### src/hw/rtl/fast_pkg.sv
// Package for the fixed-depth shift table: operation codes, sequencer states
// and the packed widths of the stream items. No dependencies.

package fast_pkg;

  // Operation carried in the input item's tuser.
  typedef enum logic [1:0] {
    OP_INSERT  = 2'd0,
    OP_DELETE  = 2'd1,
    OP_REVERSE = 2'd2,
    OP_SEARCH  = 2'd3
  } fast_op_t;

  // Sequencer states of the table core.
  typedef enum logic [3:0] {
    ST_IDLE,
    ST_SHUP,
    ST_SHDN,
    ST_PUT,
    ST_REV_A,
    ST_REV_B,
    ST_REV_C,
    ST_REV_D,
    ST_SCAN,
    ST_SCAN_END,
    ST_EMIT
  } fast_state_t;

  localparam int POS_W       = 4;
  localparam int VALUE_W     = 32;
  localparam int OP_W        = 2;
  localparam int IN_TDATA_W  = 40;
  localparam int OUT_TDATA_W = 8;

endpackage

### src/hw/rtl/fixed_array_shift_table_core.sv
// Top level of the fixed-depth shift table: sequencer, valid bits and result register.
// Depends on fast_pkg and on fast_ram for the table storage.
//
// The block keeps a table of DEPTH words that reads as all zeros after reset.
// Each input item carries an operation in in_tuser: insert a word at a 1-based
// slot (later entries move toward the end and the last one drops off), delete
// the entry at a slot (later entries move toward the front and the last entry
// becomes zero), reverse the table, or search for a word. A slot of zero acts
// as slot 1 and a slot beyond DEPTH acts as slot DEPTH. Only a search gives
// results: one item per matching slot in ascending order with tlast on the final
// one, or a single not-found item (tuser 0, slot 0, tlast 1) when no entry
// matches. The table lives in a single-port-read RAM, so every operation walks
// the entries one RAM access at a time and the block takes one item at a time.
// Insert or delete moves the entries between the slot and the end of the table,
// reverse swaps the entries pair by pair from both ends, and search reads every
// entry before it emits its results, which wait while the result side stalls.
// No clearing pass is needed after reset: a valid bit per entry makes
// never-written entries read as zero. A finished result waits in an output
// register, so the next item is accepted while it is still pending.

module fixed_array_shift_table_core
  import fast_pkg::*;
#(
  parameter int DEPTH     = 8,
  parameter int WORD_BITS = 32
) (
  input  logic                   clk,
  input  logic                   rst_n,
  // Input items.
  input  logic                   in_tvalid,
  output logic                   in_tready,
  input  logic [IN_TDATA_W-1:0]  in_tdata,   // [3:0] position, [35:4] value, [39:36] zero
  input  logic [OP_W-1:0]        in_tuser,   // [1:0] operation
  // Result items.
  output logic                   out_tvalid,
  input  logic                   out_tready,
  output logic [OUT_TDATA_W-1:0] out_tdata,  // [3:0] match_position, [7:4] zero
  output logic                   out_tuser,  // [0] found
  output logic                   out_tlast
);

  localparam int AW = $clog2(DEPTH);
  localparam int CW = AW + 1;
  localparam logic [AW-1:0] LAST      = AW'(DEPTH - 1);
  localparam logic [AW-1:0] HALF_LAST = AW'(DEPTH / 2 - 1);
  localparam logic [7:0]    DEPTH_B   = 8'(DEPTH);

  // Sequencer and datapath registers.
  fast_state_t          st_r, st_nxt;
  logic [AW-1:0]        idx_r, idx_nxt;
  logic [AW-1:0]        slot_r, slot_nxt;
  logic [WORD_BITS-1:0] word_r, word_nxt;
  logic [WORD_BITS-1:0] tmp_r, tmp_nxt;
  logic                 pend_r, pend_nxt;
  logic [AW-1:0]        pend_addr_r, pend_addr_nxt;
  logic                 cmp_v_r, cmp_v_nxt;
  logic [AW-1:0]        cmp_idx_r, cmp_idx_nxt;
  logic [DEPTH-1:0]     match_r, match_nxt;
  logic [CW-1:0]        match_cnt_r, match_cnt_nxt;
  logic [CW-1:0]        emit_cnt_r, emit_cnt_nxt;
  logic [DEPTH-1:0]     valid_r;
  logic                 rd_valid_r;

  // Result register.
  logic                 out_valid_r;
  logic                 out_found_r, out_found_nxt;
  logic [POS_W-1:0]     out_pos_r, out_pos_nxt;
  logic                 out_last_r, out_last_nxt;
  logic                 out_load;
  logic                 out_free;

  // RAM port signals.
  logic                 ram_we;
  logic [AW-1:0]        ram_waddr;
  logic [WORD_BITS-1:0] ram_wdata;
  logic                 ram_re;
  logic [AW-1:0]        ram_raddr;
  logic [WORD_BITS-1:0] ram_rdata;
  logic [WORD_BITS-1:0] rd_eff;

  // Decoded input item.
  logic [7:0]           pos_b;
  logic [AW-1:0]        in_slot;
  logic [63:0]          word_wide;
  logic [WORD_BITS-1:0] in_word;
  fast_op_t             in_op;
  logic [7:0]           mpos_b;

  fast_ram #(
    .WIDTH(WORD_BITS),
    .DEPTH(DEPTH)
  ) u_ram (
    .clk  (clk),
    .we   (ram_we),
    .waddr(ram_waddr),
    .wdata(ram_wdata),
    .re   (ram_re),
    .raddr(ram_raddr),
    .rdata(ram_rdata)
  );

  // An entry that was never written reads as zero.
  assign rd_eff = rd_valid_r ? ram_rdata : '0;

  // The position is clamped into the table; the value keeps its low WORD_BITS bits,
  // zero-extended when the word is wider than the field.
  assign in_op     = fast_op_t'(in_tuser);
  assign pos_b     = {4'b0, in_tdata[3:0]};
  assign word_wide = {32'b0, in_tdata[35:4]};
  assign in_word   = word_wide[WORD_BITS-1:0];
  assign in_slot   = (pos_b == 8'd0)    ? '0 :
                     (pos_b > DEPTH_B)  ? LAST :
                     AW'(pos_b - 8'd1);

  assign mpos_b   = 8'(idx_r) + 8'd1;
  assign out_free = !out_valid_r || out_tready;

  always_comb begin
    st_nxt        = st_r;
    idx_nxt       = idx_r;
    slot_nxt      = slot_r;
    word_nxt      = word_r;
    tmp_nxt       = tmp_r;
    pend_nxt      = 1'b0;
    pend_addr_nxt = pend_addr_r;
    cmp_v_nxt     = 1'b0;
    cmp_idx_nxt   = cmp_idx_r;
    match_nxt     = match_r;
    match_cnt_nxt = match_cnt_r;
    emit_cnt_nxt  = emit_cnt_r;
    out_load      = 1'b0;
    out_found_nxt = out_found_r;
    out_pos_nxt   = out_pos_r;
    out_last_nxt  = out_last_r;
    // A pending shift write-back goes out whenever one is queued.
    ram_we        = pend_r;
    ram_waddr     = pend_addr_r;
    ram_wdata     = rd_eff;
    ram_re        = 1'b0;
    ram_raddr     = idx_r;

    // Compare stage of the search sweep, in the cycle after the read.
    if (cmp_v_r && (rd_eff == word_r)) begin
      match_nxt[cmp_idx_r] = 1'b1;
      match_cnt_nxt        = match_cnt_r + CW'(1);
    end

    case (st_r)
      ST_IDLE: begin
        if (in_tvalid) begin
          case (in_op)
            OP_INSERT: begin
              slot_nxt = in_slot;
              word_nxt = in_word;
              if (in_slot == LAST) begin
                st_nxt = ST_PUT;
              end else begin
                idx_nxt = LAST - AW'(1);
                st_nxt  = ST_SHUP;
              end
            end
            OP_DELETE: begin
              // Delete always finishes by clearing the last entry.
              slot_nxt = LAST;
              word_nxt = '0;
              if (in_slot == LAST) begin
                st_nxt = ST_PUT;
              end else begin
                idx_nxt = in_slot + AW'(1);
                st_nxt  = ST_SHDN;
              end
            end
            OP_REVERSE: begin
              idx_nxt = '0;
              st_nxt  = ST_REV_A;
            end
            OP_SEARCH: begin
              word_nxt      = in_word;
              idx_nxt       = '0;
              match_nxt     = '0;
              match_cnt_nxt = '0;
              st_nxt        = ST_SCAN;
            end
            default: begin
              st_nxt = ST_IDLE;
            end
          endcase
        end
      end

      ST_SHUP: begin
        ram_re        = 1'b1;
        pend_nxt      = 1'b1;
        pend_addr_nxt = idx_r + AW'(1);
        if (idx_r == slot_r) begin
          st_nxt = ST_PUT;
        end else begin
          idx_nxt = idx_r - AW'(1);
        end
      end

      ST_SHDN: begin
        ram_re        = 1'b1;
        pend_nxt      = 1'b1;
        pend_addr_nxt = idx_r - AW'(1);
        if (idx_r == LAST) begin
          st_nxt = ST_PUT;
        end else begin
          idx_nxt = idx_r + AW'(1);
        end
      end

      ST_PUT: begin
        // Drain the last shift write first, then store the word.
        if (!pend_r) begin
          ram_we    = 1'b1;
          ram_waddr = slot_r;
          ram_wdata = word_r;
          st_nxt    = ST_IDLE;
        end
      end

      ST_REV_A: begin
        ram_re = 1'b1;
        st_nxt = ST_REV_B;
      end

      ST_REV_B: begin
        ram_re    = 1'b1;
        ram_raddr = LAST - idx_r;
        tmp_nxt   = rd_eff;
        st_nxt    = ST_REV_C;
      end

      ST_REV_C: begin
        ram_we    = 1'b1;
        ram_waddr = idx_r;
        ram_wdata = rd_eff;
        st_nxt    = ST_REV_D;
      end

      ST_REV_D: begin
        ram_we    = 1'b1;
        ram_waddr = LAST - idx_r;
        ram_wdata = tmp_r;
        if (idx_r == HALF_LAST) begin
          st_nxt = ST_IDLE;
        end else begin
          // The low entry of the next pair is read while the high one is written.
          idx_nxt   = idx_r + AW'(1);
          ram_re    = 1'b1;
          ram_raddr = idx_r + AW'(1);
          st_nxt    = ST_REV_B;
        end
      end

      ST_SCAN: begin
        ram_re      = 1'b1;
        cmp_v_nxt   = 1'b1;
        cmp_idx_nxt = idx_r;
        if (idx_r == LAST) begin
          st_nxt = ST_SCAN_END;
        end else begin
          idx_nxt = idx_r + AW'(1);
        end
      end

      ST_SCAN_END: begin
        idx_nxt      = '0;
        emit_cnt_nxt = '0;
        st_nxt       = ST_EMIT;
      end

      ST_EMIT: begin
        if (match_cnt_r == '0) begin
          if (out_free) begin
            out_load      = 1'b1;
            out_found_nxt = 1'b0;
            out_pos_nxt   = '0;
            out_last_nxt  = 1'b1;
            st_nxt        = ST_IDLE;
          end
        end else if (!match_r[idx_r]) begin
          idx_nxt = idx_r + AW'(1);
        end else if (out_free) begin
          out_load      = 1'b1;
          out_found_nxt = 1'b1;
          out_pos_nxt   = mpos_b[3:0];
          out_last_nxt  = ((emit_cnt_r + CW'(1)) == match_cnt_r);
          emit_cnt_nxt  = emit_cnt_r + CW'(1);
          if ((emit_cnt_r + CW'(1)) == match_cnt_r) begin
            st_nxt = ST_IDLE;
          end else begin
            idx_nxt = idx_r + AW'(1);
          end
        end
      end

      default: begin
        st_nxt = ST_IDLE;
      end
    endcase
  end

  // Control state.
  always_ff @(posedge clk) begin
    if (!rst_n) begin
      st_r        <= ST_IDLE;
      pend_r      <= 1'b0;
      cmp_v_r     <= 1'b0;
      valid_r     <= '0;
      out_valid_r <= 1'b0;
    end else begin
      st_r    <= st_nxt;
      pend_r  <= pend_nxt;
      cmp_v_r <= cmp_v_nxt;
      if (ram_we) begin
        valid_r[ram_waddr] <= 1'b1;
      end
      if (out_load) begin
        out_valid_r <= 1'b1;
      end else if (out_tready) begin
        out_valid_r <= 1'b0;
      end
    end
  end

  // Datapath registers.
  always_ff @(posedge clk) begin
    idx_r       <= idx_nxt;
    slot_r      <= slot_nxt;
    word_r      <= word_nxt;
    tmp_r       <= tmp_nxt;
    pend_addr_r <= pend_addr_nxt;
    cmp_idx_r   <= cmp_idx_nxt;
    match_r     <= match_nxt;
    match_cnt_r <= match_cnt_nxt;
    emit_cnt_r  <= emit_cnt_nxt;
    out_found_r <= out_found_nxt;
    out_pos_r   <= out_pos_nxt;
    out_last_r  <= out_last_nxt;
    if (ram_re) begin
      rd_valid_r <= valid_r[ram_raddr];
    end
  end

  assign in_tready  = (st_r == ST_IDLE);
  assign out_tvalid = out_valid_r;
  assign out_tdata  = {4'b0, out_pos_r};
  assign out_tuser  = out_found_r;
  assign out_tlast  = out_last_r;

  // A read never targets the entry being written in the same cycle.
  a_no_rw_clash: assert property (@(posedge clk) disable iff (!rst_n)
    (ram_we && ram_re) |-> (ram_waddr != ram_raddr))
    else $error("table read and write hit the same entry");

  // While emitting matches, fewer results have gone out than were found.
  a_emit_bound: assert property (@(posedge clk) disable iff (!rst_n)
    ((st_r == ST_EMIT) && (match_cnt_r != '0)) |-> (emit_cnt_r < match_cnt_r))
    else $error("search emitted more results than matches");

  // A not-found result is only produced by a search with no match.
  a_not_found: assert property (@(posedge clk) disable iff (!rst_n)
    (out_load && !out_found_nxt) |-> (match_cnt_r == '0))
    else $error("not-found result despite a match");

  // The final result of a search returns the sequencer to idle.
  a_last_idle: assert property (@(posedge clk) disable iff (!rst_n)
    (out_load && out_last_nxt) |=> (st_r == ST_IDLE))
    else $error("sequencer busy after final search result");

  // Nothing is left in flight when a new item can be taken.
  a_idle_clean: assert property (@(posedge clk) disable iff (!rst_n)
    (st_r == ST_IDLE) |-> (!pend_r && !cmp_v_r))
    else $error("write-back or compare pending in idle");

endmodule

### src/hw/rtl/fast_ram.sv
// Generic single-write, single-read RAM with a registered read port.
// Used for the table storage; no dependencies.

module fast_ram #(
  parameter int WIDTH = 32,
  parameter int DEPTH = 8
) (
  input  logic                     clk,
  input  logic                     we,
  input  logic [$clog2(DEPTH)-1:0] waddr,
  input  logic [WIDTH-1:0]         wdata,
  input  logic                     re,
  input  logic [$clog2(DEPTH)-1:0] raddr,
  output logic [WIDTH-1:0]         rdata
);

  logic [WIDTH-1:0] mem [DEPTH];
  logic [WIDTH-1:0] rdata_r;

  always_ff @(posedge clk) begin
    if (we) begin
      mem[waddr] <= wdata;
    end
    if (re) begin
      rdata_r <= mem[raddr];
    end
  end

  assign rdata = rdata_r;

endmodule
### config.mk
export PLATFORM = sky130hd
export DESIGN_NAME = fixed_array_shift_table_core
export DESIGN_NICKNAME = d
export VERILOG_FILES = /design/src/hw/rtl/fast_pkg.sv /design/src/hw/rtl/fixed_array_shift_table_core.sv /design/src/hw/rtl/fast_ram.sv
export SDC_FILE = /design/constraint.sdc
export NUM_CORES = 1
export LEC_CHECK = 0
export BUFFER_PORTS_ARGS = -buffer_cell sky130_fd_sc_hd__buf_2
export CAP_MARGIN = 10
export CORE_MARGIN = 2
export CORE_UTILIZATION = 35
export DETAILED_ROUTE_END_ITERATION = 10
export PLACE_DENSITY = 0.59
export SYNTH_ARGS = -nofsm -noshare
export SYNTH_HDL_FRONTEND = slang
export SYNTH_SLANG_ARGS = --single-unit
### constraint.sdc
create_clock -name clk -period 3.9 [get_ports clk]
set_clock_uncertainty 0.1 [all_clocks]
set_input_delay 0.195 -clock clk [delete_from_list [all_inputs] [get_ports clk]]
set_output_delay 0.195 -clock clk [all_outputs]
set_load 0.01 [all_outputs]
Yosys cells after proc, flatten, opt, wreduce, memory -nomap -nowiden
Memories as Yosys holds them, arrays and structs flattened. A register that Yosys moved wholly into a read port is not among the register bits. Index checks and enable logic that the tools add are counted.

Register bits: 114. RAM bits: 256. Input bits: 46. Output and inout port bits: 12. Logic and storage cells: 183. Memories: 1.

Add/subtract/negate cells: 8. $lt $le $gt $ge: 7. Equal/unequal tests: 38. Muxes and demuxes: 81. Bitwise operators: 2. Reductions and logical operators: 28.

Memories: u_ram.mem (words 8, width 32, rd ports 1, clocked after Yosys merged registers in 1, write ports 1, RTL line fast_ram.sv:17) `logic [WIDTH-1:0] mem [DEPTH];`.

Operators with widths (number): 32-bit one-hot mux with 2 select lines (2); 4-bit 2-to-1 mux (20); 32-bit 2-to-1 mux (2); 4-bit one-hot mux with 11 select lines (1); 3-bit 2-to-1 mux (14); 32-bit equality test (1); 8-bit 2-to-1 mux (4); 1-bit 2-to-1 mux (24); 2-bit != test (second input constant) (12); 3-bit != test (second input constant) (7); 3-bit one-hot mux with 2 select lines (3); 3-bit one-hot mux with 3 select lines (2); 3-bit one-hot mux with 6 select lines (1); 9-bit AND reduction (2); 4-bit by 3-bit equality test with 1-bit output (second input constant) (4); 3-bit by 4-bit less-than comparator with 1-bit output (second input constant) (4); 8-bit OR (2); 4-bit one-hot mux with 4 select lines (1); 4-bit equality test (second input constant) (3); 2-bit nonzero test (6); 4-bit by 1-bit adder with 4-bit output (second input constant) (2); 4-bit by 2-bit equality test with 1-bit output (second input constant) (2); 4-bit zero test (2); 8-bit zero test (1); other kinds (28) (42).

Longest topological paths before layout
Gate-level depths: netlist of run 1.

Depth in word-level cells: 9. Mapped depth: 11.

Cells and area by module
A second synthesis of run 1 with hierarchy kept.

Cells, all modules: 1089. Area, all modules: 17533.1 µm².

By module, submodules not included: fast_ram (times used 1, cells an instance 415, area each 10786.6 µm²); fixed_array_shift_table_core (times used 1, cells an instance 674, area each 6746.5 µm²).

Least setup slack after synthesis of run 1
Ideal clock, no wire load.

Path type: register to register. From: register idx_r[2]. To: register rd_valid_r, enable pin. Setup time: 435 ps. Arrival time: 3060 ps. Path slack: 304 ps. Cell stages (with the launch flop): 8. Path buffers: 2. Cell sequence: edfxtp_1 clkbuf_1 inv_1 ha_1 clkbuf_1 o21ai_0 a21oi_1 o22ai_1.

Word-level cells in the longest chain between the ends: 3.

RTL lines: from (decl) (RTL line fixed_array_shift_table_core.sv:50) `logic [AW-1:0] idx_r, idx_nxt;`; from (signal assigned) (RTL line fixed_array_shift_table_core.sv:330) `idx_r <= idx_nxt;`; 3-bit by 2-bit equality test with 1-bit output (RTL line fixed_array_shift_table_core.sv:246) `if (idx_r == HALF_LAST) begin`; 1-bit 2-to-1 mux (RTL line fixed_array_shift_table_core.sv:246); 1-bit one-hot mux with 2 select lines (RTL line fixed_array_shift_table_core.sv:148) `case (st_r)`; net ram_re (RTL line fixed_array_shift_table_core.sv:76) `logic ram_re;`; to (signal assigned) (RTL line fixed_array_shift_table_core.sv:343) `rd_valid_r <= valid_r[ram_raddr];`; to (decl) (RTL line fixed_array_shift_table_core.sv:62) `logic rd_valid_r;`.

The timed path passes the listed nets, and every way through them passes these cells. A chain may end at the register's enable or synchronous reset.

Worst setup path after layout of run 1
From: register idx_r[1]. To: register rd_valid_r (data pin).

Word-level cells in the longest chain between the ends: 5. Elaborated cells on any way between the ends: 7.

RTL lines (RTL line): 3-bit by 1-bit adder with 3-bit output or 3-bit by 2-bit equality test with 1-bit output (tied branches) (fixed_array_shift_table_core.sv:252, fixed_array_shift_table_core.sv:246); 3-bit 2-to-1 mux; 3-bit one-hot mux with 2 select lines (*) (fixed_array_shift_table_core.sv:148); 1-bit binary-select mux with 3-bit select (*) (fixed_array_shift_table_core.sv:343); 1-bit 2-to-1 mux (not written as such) (*) (fixed_array_shift_table_core.sv:343).

Every way passes the cells marked *; elsewhere a longest branch is shown, timed or not. The select of a mux whose other input is x is not followed.

==> results of run 1 <==
synthesized netlist by cell type (2+ instances only):
library cell	number
edfxtp_1	375
mux4_2	68
inv_1	60
nor2_1	47
nor2b_1	46
mux2_2	36
and2_1	33
a222oi_1	32
clkbuf_1	32
nand2_1	28
dfxtp_1	27
a21oi_1	25
o21ai_0	19
ha_1	17
nor3_1	17
o21a_1	17
buf_2	15
nand2b_1	14
xor2_1	14
xnor2_1	13
nand3_1	12
o22ai_1	12
nor4_1	11
a22oi_1	7
a31oi_1	7
a211oi_1	6
buf_4	5
mux2i_1	5
nand4b_1	5
buf_6	4
a2111oi_0	3
nor4b_1	3
o211ai_1	3
a221o_1	2
a221oi_1	2
a2bb2oi_1	2
nand4_1	2
nor4bb_1	2
o21bai_1	2
o221ai_1	2
o31ai_1	2
or2_2	2
or4_1	2
critical path: stages (launching register included):
cell      delay [ns]
edfxtp_1        0.53
buf_4           0.23
inv_1           0.08
ha_1            0.41
nor3b_1         0.21
a21oi_1         0.09
o21ai_4         0.22
buf_12          0.29
mux4_2          0.54
mux2_2          0.28
cells in the final DEF, fill, tap and decap left out, types with 4 or more instances in the layout:
master,Yosys,final
a21oi_1,25,24
clkinv_1,0,7
clkbuf_1,32,11
conb_1,1,4
buf_12,0,10
nand4b_1,5,5
a211oi_1,6,6
clkbuf_16,0,43
a31oi_1,7,6
a222oi_1,32,32
clkinv_2,0,4
mux2_2,36,36
buf_4,5,25
mux2i_1,5,5
o21ai_0,19,19
and2_1,33,33
buf_2,15,49
nor2b_1,46,46
nor4_1,11,11
dlygate4sd3_1,0,35
nor2_4,0,11
xor2_1,14,14
a22oi_1,7,7
nor2_1,47,36
nor3_1,17,17
mux4_2,68,68
xnor2_1,13,12
nand2_1,28,28
edfxtp_1,375,375
nand2b_1,14,14
o22ai_1,12,11
inv_1,60,60
nand3_1,12,12
ha_1,17,17
dfxtp_1,27,27
o21a_1,17,17
sequential cells by signal, indices dropped and copies added (netlist names), 3 cells and up:
| name | flops |
|---|---|
| word_r | 32 |
| match_r | 8 |
| idx_r | 3 |
| emit_cnt_r | 4 |
| pend_addr_r | 3 |
| valid_r | 8 |
| u_ram.mem | 256 |
| slot_r | 3 |
| match_cnt_r | 4 |
| cmp_idx_r | 3 |
| tmp_r | 32 |
| st_r | 4 |
| out_pos_r | 4 |
| u_ram.rdata | 32 |
per-layer routing:
metal / track usage, % / up-vias / wire length, um / share of wire (%)
met5: 0 / - / 0 / 0
met4: 5.43 / 0 / 1020 / 2.6
met3: 2.46 / 55 / 2450 / 6.2
met2: 26.0 / 332 / 18900 / 48
met1: 21.0 / 4857 / 17000 / 43
li1: - / 4371 / - / -
cell type report:
class | count | area [um^2]
Clock buffer | 55 | 1130
Clock inverter | 14 | 126
Fill cell | 4426 | 28600
Inverter | 61 | 229
Multi-Input combinational cell | 542 | 5010
Sequential cell | 402 | 11800
Tap cell | 622 | 778
Timing Repair Buffer | 119 | 983
where the power goes:
part           switching [mW]  total (mW)  internal (mW)  leakage (nW)
logic                    2.90        4.98           2.09          2.48
clock network            1.62        3.73           2.11         0.612
registers               0.475        6.65           6.17          3.69
total                    4.99        15.4           10.4          6.78
path summary, 6_finish.rpt:
check                   end        start
min reg2reg      match_r[0]   match_r[0]
min          match_cnt_r[1]  in_tuser[1]
max reg2reg      rd_valid_r     idx_r[1]
max              rd_valid_r     idx_r[1]
logic make-up after synthesis:
family                     after synthesis
buffers and inverters                  118
other                                    1
xor gates and xnor gates                27
muxes                                  109
and+or+nand+nor                        233
adders and majority gates               18
AOI/OAI and AO/OA                      151
DFF                                    402
==> results.sh, run 1 <==
export IMPL_routed_wl_um=39300
export IMPL_synth_top_cell_by_area="edfxtp_1"
export IMPL_wire_per_inst_um=21.6
export IMPL_drtIter0Drc=978
export IMPL_startpoint_type="flop"
export IMPL_cts_buffers=42
export IMPL_route_detailed_drc=0
export IMPL_cts_buffer_depth=3
export IMPL_routed_via_density=5.30
export IMPL_hold_viol_final=0
export IMPL_arrival_ns=3.48
export IMPL_crit_type="reg -> reg"
export IMPL_hold_class="in -> reg"
export IMPL_io_pins=58
export IMPL_area_growth_pct=16.9
export IMPL_synth_yosys_seq_area_share_pct=68.8
export IMPL_ys_warn_count=0
export IMPL_rsz0062_at_grt="no"
export IMPL_synthMuxAreaShare_pct=11.6
export IMPL_ir_worst_vdd_mv=0.438
export IMPL_fp_dieW_um=225
export IMPL_final_core_util_pct=41.2
export IMPL_insertion_delay_ns=0.57
export IMPL_core_area_um2=48600
export IMPL_fin_crit_sh_pct=83.4
export IMPL_dp_slack_ns=0.689
export IMPL_synth_top_area_share_pct=65.6
export IMPL_cp_max_fo=34
export IMPL_tightestPinTransition_ns=1.19
export IMPL_nets=1231
export IMPL_holdPathStages=3
export IMPL_status="complete, no violations"
export IMPL_cts_resized=0
export IMPL_post_cts_setup_buffer_count=0
export IMPL_grt_ovfl_total=0
export IMPL_r2r_slack_ns=0.65
export IMPL_end_kind="flop"
export IMPL_drive_above_1_share_pct=22.0
export IMPL_timing_setup_tns_ns=0
export IMPL_ys_flop_type="edfxtp_1"
export IMPL_place_area_um2=18400
export IMPL_p_leak_nw=6.78
export IMPL_critPathRequiredTime_ns=4.12
export IMPL_dp_cells=1711
export IMPL_synth_simple_gate_area_share_pct=7.52
export IMPL_slew_viol_final=0
export IMPL_fmax_mhz=307
export IMPL_cts_root_buf="clkbuf_16"
export IMPL_synth_adder_area_share_pct=1.30
export IMPL_synthCells=1059
export IMPL_cts_hold_buf=35
export IMPL_synth_top_family_by_area="multiplexers"
export IMPL_htreeDepth=2
export IMPL_synthTopCellsByArea="edfxtp_1 66%, mux4_2 8.9%, dfxtp_1 3.2%"
export IMPL_drt_pass1_iterations=6
export IMPL_maxSlewHeadroom_pct=20.8
export IMPL_min_period_ns=3.25
export IMPL_dr_total_vias=9615
export IMPL_ant_nets=0
export IMPL_path_clk_slew_ns=0.06
export IMPL_grt_pass1_wl_um=59400
export IMPL_setup_ws_ns=0.647
export IMPL_dp_hpwl_um=22900
export IMPL_ys_ff_latch=402
export IMPL_power_density_nw_per_um2=766
export IMPL_dieArea_um2=50800
export IMPL_synth_edff_count=375
export IMPL_die_y_um=225
export IMPL_synth_distinct_cells=64
export IMPL_hold_ws_ns=0.0266
export IMPL_synth_compound_area_share_pct=6.45
export IMPL_synth_area_um2=17200
export IMPL_finalInstanceArea_um2=20100
export IMPL_synth_async_reset_ratio_pct=0
export IMPL_cts_tree="built"
export IMPL_clkSinkCount=402
export IMPL_max_cap_violations=0
export IMPL_synth_xor_area_share_pct=1.38
export IMPL_avgSynthCellArea_um2=16.2
export IMPL_num_rows=81
export IMPL_total_power_mw=15.4
export IMPL_setup_viol=0
export IMPL_io_buffers=49
export IMPL_grt_max_degree=35
export IMPL_layout_cells_non_filler=1815
export IMPL_antenna_found_initial=2
export IMPL_grt_usage_pct=15.7
export IMPL_num_antenna_cells=0
export IMPL_ff2ff_path_depth=9
export IMPL_start_util_pct=35.3
export IMPL_grt_pass1_vias=9779
export IMPL_gp_congestion=0.819
Note: power is estimated with default switching activity, not from simulation.
==> inputs of run 2 (changes only) <==
- clock period: 3.9 -> 3.1 ns (I/O delays scaled with it)
==> run 2 against run 1 <==
Count of clock-buffer cells in the layout is 7 lower. Register-to-register slack got worse by 0.43 ns. Largest power group unchanged. Fmax is 13% higher. Non-clock buffer count grew 9. Critical path depth fell by 2. Critical path type unchanged. Combinational power grew 31%. Flip-flop and latch count unchanged. Hold slack better by 0.0064 ns. Routed wire length grew 4.5%. Sequential share of layout area is 1.1 points lower. Worst setup slack got worse by 0.43 ns.
==> results.sh, run 2 (synthesis gave the netlist of run 1 again) <==
export IMPL_setup_viol=0
export IMPL_min_period_ns=2.89
export IMPL_dp_hpwl_um=23400
export IMPL_num_antenna_cells=0
export IMPL_cts_resized=0
export IMPL_clkSinkCount=402
export IMPL_grt_max_degree=51
export IMPL_grt_ovfl_total=0
export IMPL_total_power_mw=20.3
export IMPL_io_pins=58
export IMPL_htreeDepth=2
export IMPL_hp_start="in_tuser[1]"
export IMPL_die_y_um=225
export IMPL_holdPathStages=3
export IMPL_cpMaxStageDelayCell="mux4_2"
export IMPL_grt_usage_pct=16.6
export IMPL_power_density_nw_per_um2=995
export IMPL_slew_viol_final=0
export IMPL_hold_ws_ns=0.0330
export IMPL_hold_class="in -> reg"
export IMPL_route_detailed_drc=0
export IMPL_max_flop_register="u_ram.mem"
export IMPL_largest_reg_flops=256
export IMPL_timing_rr_end="u_ram.rdata[7]"
export IMPL_holdPathEnd="match_cnt_r[1]"
export IMPL_grt_pass1_wl_um=62700
export IMPL_ant_nets=0
export IMPL_fillCellCount=4392
export IMPL_start_util_pct=35.3
export IMPL_crit_type="reg -> reg"
export IMPL_fmax_mhz=346
export IMPL_layout_common_cells="375 x edfxtp_1, 68 x mux4_2, 60 x inv_1"
export IMPL_cts_root_buf="clkbuf_16"
export IMPL_status="complete, no violations"
export IMPL_cp_common_cell="ha_1"
export IMPL_fin_crit_sh_pct=93.1
export IMPL_dp_slack_ns=0.196
export IMPL_insertion_delay_ns=0.59
export IMPL_cts_buffers=44
export IMPL_dieArea_um2=50800
export IMPL_tightestPinTransition_ns=1.24
export IMPL_startpoint_type="flop"
export IMPL_end_kind="flop"
export IMPL_nets=1242
export IMPL_area_growth_pct=19.1
export IMPL_wire_per_inst_um=22.4
export IMPL_max_cap_violations=0
export IMPL_cts_tree="built"
export IMPL_hold_viol_final=0
export IMPL_routed_wl_um=41100
export IMPL_rsz0062_at_grt="no"
export IMPL_dr_total_vias=9811
export IMPL_drt_pass1_iterations=7
export IMPL_r2r_slack_ns=0.21
export IMPL_ff2ff_path_depth=7
export IMPL_gp_congestion=0.844
export IMPL_grt_pass1_vias=10000
export IMPL_cp_max_fo=40
export IMPL_cp_top_family="multiplexers"
export IMPL_ir_worst_vdd_mv=0.578
export IMPL_path_buf_inv=1
export IMPL_cts_buffer_depth=3
export IMPL_mostFrequentLayoutCell="edfxtp_1"
export IMPL_timing_setup_tns_ns=0
export IMPL_num_rows=81
export IMPL_setup_ws_ns=0.213
export IMPL_maxSlewHeadroom_pct=17.1
export IMPL_drive_above_1_share_pct=23.3
export IMPL_r2r_start="idx_r[1]"
export IMPL_cp_cell_sequence="ha_1 -> ha_1 -> a21oi_2 -> xnor2_2 -> buf_12 -> mux4_2 -> mux2_2"
export IMPL_arrival_ns=3.12
export IMPL_antenna_found_initial=0
export IMPL_fp_dieW_um=225
export IMPL_drtIter0Drc=985
export IMPL_path_clk_slew_ns=0.06
export IMPL_critical_path_max_stage_delay_ns=0.56
export IMPL_post_cts_setup_buffer_count=0
export IMPL_core_area_um2=48600
export IMPL_io_buffers=49
export IMPL_routed_via_density=5.36
export IMPL_p_leak_nw=6.96
export IMPL_critPathRequiredTime_ns=3.33
## run 2: cell types whose count changed in the layout (fill, tap and decap cells not counted)
cell	before	now
clkbuf_8	1	0
clkinv_1	7	10
buf_12	10	14
clkbuf_16	43	44
clkbuf_1	11	4
buf_4	25	28
clkinv_16	1	2
bufinv_16	1	8
clkinvlp_4	0	2
inv_6	0	3
inv_16	1	0
dlygate4sd3_1	35	37
## run 2: how the worst max path moves through the flow
stage                     cells past startpoint         endpoint     start  slack (ns)
final                                         7   u_ram.rdata[7]  idx_r[1]        0.21
after global routing                          7   u_ram.rdata[7]  idx_r[1]        0.06
after CTS                                     7  u_ram.rdata[19]  idx_r[0]        0.18
after detailed placement                      7  u_ram.rdata[28]  idx_r[0]        0.20
after global placement                        7   u_ram.rdata[7]  idx_r[0]        0.23
after floorplan                               7  u_ram.mem[0][0]   st_r[2]       -0.29
## run 2: layout make-up
cell class / count / area [um^2] / share of cell area, %
multi-input cells: 542 / 5010 / 24.5
repair buffers: 128 / 1110 / 5.41
inverters: 61 / 229 / 1.12
well taps: 622 / 778 / 3.81
flip-flops and latches: 402 / 11800 / 57.7
clock buffers: 48 / 1120 / 5.46
clock inverters: 29 / 399 / 1.95
## run 2: timing repair
action,CTS,global route
endpoints found under the hold margin,45,0
hold buffers,37,0
endpoints found under the setup margin,0,0
## run 2: tightest hold or removal path: stages
cell     delay [ns]
buf_2          0.10
ha_1           0.27
a31oi_1        0.12
## run 2: metal layers
| metal | up-vias | global-route usage [%] | share of wire (%) |
|---|---|---|---|
| li1 | 4390 | - | - |
| met1 | 5077 | 22.7 | 44 |
| met2 | 303 | 27.8 | 49 |
| met3 | 41 | 2.29 | 5.1 |
| met4 | 0 | 4.51 | 1.7 |
| met5 | - | 0 | 0 |
## run 2: power breakdown
part	switching (mW)	internal, mW
registers	0.585	7.76
logic	3.77	2.75
clock network	2.17	3.29
## run 2: per-stage QoR
stage	utilization (%)	cell area, um^2	instances
global placement	38.1	18600	1718
floorplan	-	17200	1062
finish	42.0	20400	1832
detailed placement	38.1	18600	1718
global route	42.0	20400	1832
CTS	42.0	20400	1832
==> inputs of run 3 (changes only) <==
- CORE_UTILIZATION: 35 -> 55
- PLACE_DENSITY: 0.59 -> 0.81
- clock period: 3.1 -> 3.2 ns (I/O delays scaled with it)
==> run 3 against run 2 <==
Count of clock-buffer cells in the layout up 1. Via count is 4.6% higher. Die area is 36% lower. Combinational power decreased by 3.7%. Final cell count shrank 12%. First-iteration DRC count increased by 49%. Hold slack worse by 0.018 ns. Largest power group unchanged.
==> results.sh, run 3 (synthesis gave the netlist of run 1 again) <==
export IMPL_path_buf_inv=2
export IMPL_ant_nets=0
export IMPL_critical_path_max_stage_delay_ns=0.70
export IMPL_num_rows=64
export IMPL_startpoint_type="flop"
export IMPL_cp_top_family="simple AND/OR/NAND/NOR gates"
export IMPL_final_core_util_pct=65.3
export IMPL_p_leak_nw=6.92
export IMPL_critPathRequiredTime_ns=3.59
export IMPL_area_growth_pct=16.7
export IMPL_crit_type="reg -> reg"
export IMPL_layout_common_cells="375 x edfxtp_1, 68 x mux4_2, 60 x inv_1"
export IMPL_finalInstanceArea_um2=20000
export IMPL_fin_crit_sh_pct=95.1
export IMPL_path_clk_slew_ns=0.06
export IMPL_place_area_um2=18300
export IMPL_drt_pass1_iterations=8
export IMPL_grt_max_degree=35
export IMPL_grt_ovfl_total=0
export IMPL_num_antenna_cells=0
export IMPL_drive_above_1_share_pct=23.6
export IMPL_cts_root_buf="clkbuf_16"
export IMPL_htreeDepth=2
export IMPL_cpMaxStageDelayCell="edfxtp_1"
export IMPL_max_cap_violations=0
export IMPL_status="complete, no violations"
export IMPL_maxSlewHeadroom_pct=43.0
export IMPL_cp_cell_sequence="buf_4 -> nand4b_1 -> o22ai_1 -> a21oi_1 -> nor3_1 -> nand4_1 -> buf_4 -> or4b_1 -> nand2_1"
export IMPL_post_cts_setup_buffer_count=0
export IMPL_power_density_nw_per_um2=963
export IMPL_largest_reg_flops=256
export IMPL_start_util_pct=55.9
export IMPL_cts_buffer_depth=3
export IMPL_grt_pass1_vias=10400
export IMPL_gp_congestion=0.934
export IMPL_dr_total_vias=10300
export IMPL_die_y_um=181
export IMPL_slew_viol_final=0
export IMPL_antenna_found_initial=0
export IMPL_end_kind="flop"
export IMPL_routed_wl_um=39800
export IMPL_cts_tree="built"
export IMPL_cp_max_fo=16
export IMPL_routed_via_density=6.37
export IMPL_fmax_mhz=329
export IMPL_hold_class="in -> reg"
export IMPL_fp_dieW_um=181
export IMPL_rsz0062_at_grt="no"
export IMPL_io_pins=58
export IMPL_cp_common_cell="buf_4"
export IMPL_setup_viol=0
export IMPL_mostFrequentLayoutCell="edfxtp_1"
export IMPL_route_detailed_drc=0
export IMPL_dp_hpwl_um=23100
export IMPL_max_flop_register="u_ram.mem"
export IMPL_dieArea_um2=32600
export IMPL_drtIter0Drc=1468
export IMPL_min_period_ns=3.04
export IMPL_cts_buffers=40
export IMPL_ir_worst_vdd_mv=0.590
export IMPL_grt_pass1_wl_um=60600
export IMPL_io_buffers=49
export IMPL_grt_usage_pct=24.5
export IMPL_insertion_delay_ns=0.55
export IMPL_fillCellCount=1997
export IMPL_tightestPinTransition_ns=0.853
export IMPL_core_area_um2=30700
export IMPL_hold_viol_final=0
export IMPL_arrival_ns=3.44
export IMPL_wire_per_inst_um=24.7
export IMPL_clkSinkCount=402
export IMPL_total_power_mw=19.3
export IMPL_nets=1245
run 3: worst paths after layout:
path                                  start        endpoint  slack [ns]  cells after the start
worst max register to register   rd_valid_r  match_cnt_r[3]        0.16                      9
worst max-delay path             rd_valid_r  match_cnt_r[3]        0.16                      9
worst min register to register   valid_r[0]      valid_r[0]        0.36                      1
worst min-delay path            in_tuser[1]  match_cnt_r[1]        0.01                      3
run 3: cell type report:
cell class	count	area (um^2)	area share, %
Tap cell	396	495	2.48
Multi-Input combinational cell	542	4990	24.9
Inverter	61	229	1.14
Sequential cell	402	11800	59.0
Clock buffer	49	1060	5.28
Clock inverter	25	277	1.38
Timing Repair Buffer	135	1170	5.83
run 3: metrics by stage:
step	hold slack, ns	TNS (ns)	setup WS (ns)	std cells
4_1_cts	0.00103	0	0.154	1610
6_report	0.0145	0	0.156	1610
3_5_place_dp	0.320	0	0.216	1501
2_1_floorplan	0.164	-35.40	-0.194	1062
3_3_place_gp	0.318	0	0.248	1501
5_1_grt	0.0406	0	0.0208	1610
run 3: worst reg2reg max path, cell delays in order, from the launching register on:
cell and delay, ns:
edfxtp_1 0.70, buf_4 0.30, nand4b_1 0.14, o22ai_1 0.26, a21oi_1 0.10, nor3_1 0.42, nand4_1 0.15, buf_4 0.23
or4b_1 0.51, nand2_1 0.07
run 3: what timing repair did:
action	4_1_cts	5_1_grt
gates resized for setup	0	0
endpoints found under the hold margin	43	0
hold buffers	35	0
endpoints found under the setup margin	0	0
run 3: report_power, final:
part,switching [mW],total [mW],internal (mW)
Clock,1.99,4.77,2.78
Combinational,3.57,6.28,2.71
Sequential,0.700,8.22,7.52
run 3: routing by layer:
layer / wire, um / vias to the layer above / global-route usage [%] / share of wire (%)
li1: - / 4405 / - / -
met1: 15100 / 5137 / 33.2 / 38
met2: 19600 / 620 / 39.9 / 49
met3: 3740 / 100 / 4.20 / 9.4
met4: 1340 / 0 / 10.1 / 3.4
met5: 0 / - / 0 / 0
